File: config.mk
export PLATFORM = sky130hd
export DESIGN_NAME = sact_ctrl
export DESIGN_NICKNAME = d
export VERILOG_FILES = /design/src/hdl/sact_pkg.sv /design/src/hdl/sact_ctrl.sv
export SDC_FILE = /design/constraint.sdc
export NUM_CORES = 1
export LEC_CHECK = 0
export BUFFER_PORTS_ARGS = -buffer_cell sky130_fd_sc_hd__buf_2
export CAP_MARGIN = 40
export CELL_PAD_IN_SITES_DETAIL_PLACEMENT = 1
export CELL_PAD_IN_SITES_GLOBAL_PLACEMENT = 1
export CORE_AREA = 2 2 39 41
export DETAILED_ROUTE_END_ITERATION = 8
export DIE_AREA = 0 0 41 43
export GPL_TIMING_DRIVEN = 1
export PLACE_DENSITY = 0.46
export RECOVER_POWER = 100
export SYNTH_ARGS = -nofsm -noshare
export SYNTH_HDL_FRONTEND = slang
export SYNTH_SLANG_ARGS = --single-unit
File: constraint.sdc
create_clock -name clk -period 2.6 [get_ports clk]
set_input_delay 0.65 -clock clk [delete_from_list [all_inputs] [get_ports clk]]
set_output_delay 0.65 -clock clk [all_outputs]
set_load 0.005 [all_outputs]
File: src/hdl/sact_pkg.sv
// Shared types, codes and constants of the cache tag controller.
package sact_pkg;

  localparam int SET_COUNT_DEF  = 128;
  localparam int LINE_BYTES_DEF = 32;
  localparam int MAX_WAYS_DEF   = 8;

  localparam logic [1:0] REQ_READ  = 2'd0;
  localparam logic [1:0] REQ_WRITE = 2'd1;
  localparam logic [1:0] REQ_FLUSH = 2'd2;
  localparam logic [1:0] REQ_PURGE = 2'd3;

  localparam logic [2:0] ST_HIT     = 3'd0;
  localparam logic [2:0] ST_MISS    = 3'd1;
  localparam logic [2:0] ST_UNCACHE = 3'd2;
  localparam logic [2:0] ST_MISALGN = 3'd3;
  localparam logic [2:0] ST_NOLINE  = 3'd4;

  localparam logic [2:0] BUS_NONE = 3'd0;
  localparam logic [2:0] BUS_RDSH = 3'd1;
  localparam logic [2:0] BUS_RDPR = 3'd2;
  localparam logic [2:0] BUS_UCRD = 3'd3;
  localparam logic [2:0] BUS_UCWR = 3'd4;

  // controller -> datapath
  typedef struct packed {
    logic capture;   // latch request, start way search
    logic clr_step;  // clearing pass: write entry, advance
    logic srch_step; // test one way
    logic finish;    // decide, update state, present result
  } dp_cmd_t;

  // datapath -> controller
  typedef struct packed {
    logic clr_done;
    logic srch_done;
    logic bypass;    // uncached or misaligned: no lookup
  } dp_sts_t;

  // 0:2 ways, 1:4, 2:8; mode 3 acts as 0; clamp to max ways
  function automatic logic [1:0] eff_mode(input logic [1:0] m, input int max_ways);
    logic [1:0] r;
    r = (m == 2'd3) ? 2'd0 : m;
    if (r == 2'd2 && max_ways < 8) r = 2'd1;
    if (r == 2'd1 && max_ways < 4) r = 2'd0;
    return r;
  endfunction

  function automatic logic [2:0] plru_victim(input logic [1:0] mode, input logic [6:0] s);
    logic [2:0] v;
    if (mode == 2'd0) v = s[0] ? 3'd0 : 3'd1;
    else if (mode == 2'd1) begin
      if (!s[0]) v = s[2] ? 3'd2 : 3'd3;
      else       v = s[1] ? 3'd0 : 3'd1;
    end else begin
      if (!s[0]) begin
        if (!s[2]) v = s[6] ? 3'd6 : 3'd7;
        else       v = s[5] ? 3'd4 : 3'd5;
      end else begin
        if (!s[1]) v = s[4] ? 3'd2 : 3'd3;
        else       v = s[3] ? 3'd0 : 3'd1;
      end
    end
    return v;
  endfunction

  function automatic logic [6:0] plru_update(input logic [1:0] mode, input logic [6:0] s,
                                             input logic [2:0] w);
    logic [6:0] r;
    r = s;
    if (mode == 2'd0) r[0] = w[0];
    else if (mode == 2'd1) begin
      r[0] = w[1];
      r[1 + w[1]] = w[0];
    end else begin
      r[0] = w[2];
      r[1 + w[2]] = w[1];
      r[3 + w[2:1]] = w[0];
    end
    return r;
  endfunction

endpackage

File: src/hdl/sact_ctrl.sv
// Sequencer: clearing pass, way search, result.
module sact_ctrl (
  input  logic              clk,
  input  logic              rst,
  input  logic              start,
  output logic              busy,
  input  sact_pkg::dp_sts_t sts,
  output sact_pkg::dp_cmd_t cmd
);
  import sact_pkg::*;

  typedef enum logic [3:0] {
    S_CLEAR  = 4'b0001,
    S_IDLE   = 4'b0010,
    S_SEARCH = 4'b0100,
    S_DONE   = 4'b1000
  } state_t;

  state_t state, state_next;

  always_ff @(posedge clk) begin
    if (rst) state <= S_CLEAR;
    else     state <= state_next;
  end

  always_comb begin
    state_next = state;
    cmd = '0;
    case (state)
      S_CLEAR: begin
        cmd.clr_step = 1'b1;
        if (sts.clr_done) state_next = S_IDLE;
      end
      S_IDLE: begin
        if (start) begin
          cmd.capture = 1'b1;
          state_next = S_SEARCH;
        end
      end
      S_SEARCH: begin
        if (sts.bypass || sts.srch_done) state_next = S_DONE;
        else cmd.srch_step = 1'b1;
      end
      S_DONE: begin
        cmd.finish = 1'b1;
        state_next = S_IDLE;
      end
      default: state_next = S_CLEAR;
    endcase
  end

  assign busy = (state != S_IDLE);
endmodule

==> impl_results.html <==
<table>
<tr><th>Metric</th><th>Value</th></tr>
<tr><th colspan="2">Yosys</th></tr>
<tr><td>Cell area after synthesis</td><td>215 um^2</td></tr>
<tr><td>Yosys warning count</td><td>0</td></tr>
<tr><td>Mapped Nets</td><td>27</td></tr>
<tr><td>FF+latch count, synth</td><td>4</td></tr>
<tr><td>Netlist cell types</td><td>12</td></tr>
<tr><td>Top cells by area, synth</td><td>sky130_fd_sc_hd__dfxtp_1 (37%), sky130_fd_sc_hd__nor4b_1 (12%), sky130_fd_sc_hd__xnor2_1 (8.1%)</td></tr>
<tr><td>Instance count of the mapped netlist</td><td>21</td></tr>
<tr><td>Sequential share of the synthesized area</td><td>between 30 and 40%</td></tr>
<tr><td>Share of the synthesized area in the top cell type</td><td>between 30% and 40%</td></tr>
<tr><td>Cell type contributing the most total cell area after synthesis</td><td>sky130_fd_sc_hd__dfxtp_1</td></tr>
<tr><td>Post-Synthesis Mean Instance Area</td><td>between 10 and 15 um^2</td></tr>
<tr><th colspan="2">Setup path</th></tr>
<tr><td>Number of buffers and inverters on the critical path</td><td>1</td></tr>
<tr><td>Startpoint of the worst-slack reg-to-reg timing path</td><td>state[2]</td></tr>
<tr><td>Critical path's top delay family</td><td>simple AND/OR/NAND/NOR gates</td></tr>
<tr><td>Class of the most critical setup path</td><td>reg2out</td></tr>
<tr><td>Startpoint of the most critical setup path</td><td>state[2]</td></tr>
<tr><td>Nature of the critical path startpoint</td><td>flip-flop</td></tr>
<tr><td>Maximum single-stage delay on the critical path</td><td>490 ps</td></tr>
<tr><td>Cell with the biggest individual delay on the critical path</td><td>sky130_fd_sc_hd__or4b_1</td></tr>
<tr><td>Arr. time, crit path</td><td>1590 ps</td></tr>
<tr><td>Chain of cells forming the critical path</td><td>or4b_1 -&gt; nor3_1 -&gt; clkbuf_1</td></tr>
<tr><td>Element type at the critical path end</td><td>primary output</td></tr>
<tr><td>Critical Path RT</td><td>1950 ps</td></tr>
<tr><td>Crit Path Max Fanout</td><td>6</td></tr>
<tr><th colspan="2">Global routing</th></tr>
<tr><td>Via count of the first global-routing pass</td><td>240</td></tr>
<tr><td>Initial antenna violation count</td><td>0</td></tr>
<tr><td>Maximum number of pins on one net before global-route repair</td><td>7</td></tr>
<tr><td>Wire length of the first global-routing pass</td><td>between 1000 and 1500 um</td></tr>
<tr><td>Overflow left after global routing</td><td>0</td></tr>
<tr><td>Overall routing resource usage</td><td>about a tenth</td></tr>
<tr><th colspan="2">STA</th></tr>
<tr><td>Minimum clock period after layout</td><td>2240 ps</td></tr>
<tr><td>Max frequency</td><td>around 450 MHz</td></tr>
<tr><td>Relative slew margins</td><td>68.5%</td></tr>
<tr><td>Total of endpoints with negative setup slack in the final report</td><td>0</td></tr>
<tr><td>RSZ-0062 raised after global routing</td><td>false</td></tr>
<tr><td>Number of hold violations in the final report</td><td>0</td></tr>
<tr><td>Accumulated negative setup slack</td><td>0 ps</td></tr>
<tr><td>Worst Hold Margin</td><td>606 ps</td></tr>
<tr><td>Least setup slack across all paths after layout</td><td>357 ps</td></tr>
<tr><td>Number of pins exceeding their max-slew limit in the final report</td><td>0</td></tr>
<tr><td>Final critical-path share of the clock period</td><td>between 80% and 90%</td></tr>
<tr><td>Transition time at the pin with the least slew margin</td><td>466 ps</td></tr>
<tr><td>Setup skew after layout</td><td>3.37 ps</td></tr>
<tr><th colspan="2">Detailed routing</th></tr>
<tr><td>Total via count in the routed design</td><td>roughly 210</td></tr>
<tr><td>Vias per Instance</td><td>4.22</td></tr>
<tr><td>Number of iterations in the first detailed-routing pass</td><td>1</td></tr>
<tr><td>Aggregate routed wire length</td><td>600 um</td></tr>
<tr><td>Routed length per placed instance</td><td>~12 um</td></tr>
<tr><td>Number of remaining DRC errors</td><td>0</td></tr>
<tr><td>1st-iter DRT viols</td><td>0</td></tr>
<tr><td>Remaining number of nets flagged by the antenna check after routing</td><td>0</td></tr>
<tr><th colspan="2">Die</th></tr>
<tr><td>Number of standard-cell rows in the floorplan</td><td>14</td></tr>
<tr><td>Die Span X</td><td>41 um</td></tr>
<tr><td>Die Y-Extent</td><td>between 40 and 50 um</td></tr>
<tr><td>Number of ports placed on the die boundary</td><td>11</td></tr>
<tr><td>Area of the core</td><td>1380 um^2</td></tr>
<tr><td>Starting density of the core</td><td>15.6%</td></tr>
<tr><td>Die outline area</td><td>1760 um^2</td></tr>
<tr><th colspan="2">Clock tree</th></tr>
<tr><td>Clock latency on the worst-skew pair</td><td>230 ps</td></tr>
<tr><td>Hold buffers post-CTS</td><td>0</td></tr>
<tr><td>Clock transition at the register clock pins on the worst setup and hold paths after CTS</td><td>40 ps</td></tr>
<tr><td>Depth of the CTS H-tree</td><td>1</td></tr>
<tr><td>TritonCTS clock tree</td><td>built</td></tr>
<tr><td>Number of setup buffers added after CTS</td><td>0</td></tr>
<tr><td>CTS Sinks</td><td>4</td></tr>
<tr><td>Number of CTS-inserted buffers</td><td>3</td></tr>
<tr><td>Number of buffers between clock root and the deepest sink</td><td>2</td></tr>
<tr><td>Clock root cell</td><td>sky130_fd_sc_hd__clkbuf_4</td></tr>
<tr><td>Number of cells upsized or downsized after cts</td><td>0</td></tr>
<tr><th colspan="2">Layout</th></tr>
<tr><td>Leading cell types in the layout, fill and taps excluded</td><td>sky130_fd_sc_hd__buf_2 (6), sky130_fd_sc_hd__clkbuf_1 (4), sky130_fd_sc_hd__dfxtp_1 (4)</td></tr>
<tr><td>Nets</td><td>42</td></tr>
<tr><td>ANT cells</td><td>0</td></tr>
<tr><td>Top register by number of flip-flops</td><td>state</td></tr>
<tr><td>Layout cells sized above 1</td><td>26.5%</td></tr>
<tr><td>Most common library cell in the layout ignoring fill and taps</td><td>sky130_fd_sc_hd__buf_2</td></tr>
<tr><td>Largest registers</td><td>state x4</td></tr>
<tr><td>Max FFs per register</td><td>4</td></tr>
<tr><td>Layout Area Growth over Synthesis</td><td>33.7%</td></tr>
<tr><th colspan="2">Pwr</th></tr>
<tr><td>P_sw</td><td>54.8 uW</td></tr>
<tr><td>Net switching fraction of the power</td><td>27.7%</td></tr>
<tr><td>Power share of the combinational group</td><td>21.0%</td></tr>
<tr><td>Clock power frac</td><td>38.6%</td></tr>
<tr><td>Pint</td><td>roughly 140 uW</td></tr>
<tr><td>P_leak</td><td>0.000116 uW</td></tr>
<tr><td>Total power per unit cell area</td><td>687 nW/um^2</td></tr>
<tr><td>Worst-case vdd ir drop</td><td>roughly 210 uV</td></tr>
<tr><td>Sequential fraction of design power</td><td>40.4%</td></tr>
<tr><th colspan="2">Run status</th></tr>
<tr><td>Outcome</td><td>complete, no violations</td></tr>
<tr><th colspan="2">Flow run</th></tr>
<tr><td>Number of maximum-capacitance violations</td><td>0</td></tr>
<tr><th colspan="2">Placement</th></tr>
<tr><td>Count of buffers from port buffering</td><td>10</td></tr>
<tr><td>Pre-CTS WS</td><td>around 740 ps</td></tr>
<tr><td>Post-DP HPWL</td><td>approximately 480 um</td></tr>
<tr><td>Final RePlAce weighted congestion</td><td>0.748</td></tr>
<tr><th colspan="2">Hold path</th></tr>
<tr><td>Start point of the worst min-delay path</td><td>rst</td></tr>
<tr><td>Worst min-delay path category</td><td>in2reg</td></tr>
</table>
## synthesized netlist by cell type
cell type / number
sky130_fd_sc_hd__o31ai_1: 1
sky130_fd_sc_hd__dfxtp_1: 4
sky130_fd_sc_hd__nor3_4: 1
sky130_fd_sc_hd__o32ai_1: 1
sky130_fd_sc_hd__nor4b_1: 3
sky130_fd_sc_hd__xnor2_1: 2
sky130_fd_sc_hd__a21oi_1: 1
sky130_fd_sc_hd__and2_1: 2
sky130_fd_sc_hd__inv_1: 2
sky130_fd_sc_hd__o21ba_1: 1
sky130_fd_sc_hd__nor3_1: 2
sky130_fd_sc_hd__or4b_4: 1
## area by class of cell
class                      count  area, um^2
sequential                     4        80.1
inverter                       2        7.51
tap                           16        20.0
multi-input combinational     15         113
timing repair buffer          10        45.0
clock buffer                   3        22.5
fill                         182        1100
## worst reg2reg max path, stage by stage (launching register included)
cell and delay (ps):
sky130_fd_sc_hd__dfxtp_1 420, sky130_fd_sc_hd__or4b_1 490, sky130_fd_sc_hd__nor3_1 290, sky130_fd_sc_hd__o21ba_1 180
## through the flow
step,instances,instance area [um^2],power [uW],utilization (%)
floorplan,21,215,105,-
global placement,47,285,123,20.6
detailed placement,47,285,126,20.6
CTS,50,308,206,22.2
global route,50,288,214,20.8
finish,50,288,198,20.8
## path summary, 6_finish.rpt
kind,end,slack (ps),cells past startpoint
worst max-delay path,cmd[1],360,3
worst min-delay path,state[3],610,2
worst max register to register,state[2],1160,3
worst min register to register,state[3],670,2
## power groups by stage
| stage | Sequential, uW | Clock [uW] | Combinational [uW] |
|---|---|---|---|
| 2_1_floorplan | 78.2 | 0 | 27.1 |
| 3_3_place_gp | 81.6 | 0 | 41.5 |
| 3_5_place_dp | 81.1 | 0 | 44.7 |
| 4_1_cts | 80.2 | 80.8 | 45.1 |
| 5_1_grt | 82.0 | 85.0 | 47.2 |
| 6_report | 79.8 | 76.2 | 41.6 |
## cells by family (layout without fill, tap and decap cells)
| family | Yosys count | after routing | synth area share (%) |
|---|---|---|---|
| and+or+nand+nor | 9 | 9 | 36.6 |
| xor gates and xnor gates | 2 | 2 | 8.14 |
| buffers and inverters | 2 | 15 | 3.49 |
| DFF | 4 | 4 | 37.2 |
| AOI/OAI and AO/OA | 4 | 4 | 14.5 |
## routing by layer
| layer | global-route usage, % | vias to the layer above | wire [um] |
|---|---|---|---|
| met5 | 0 | - | 0 |
| met4 | 10.0 | 0 | 0 |
| met3 | 3.14 | 0 | 22 |
| met2 | 13.1 | 7 | 318 |
| met1 | 9.90 | 95 | 259 |
| li1 | - | 109 | - |
Note: power is estimated with default switching activity, not from simulation.
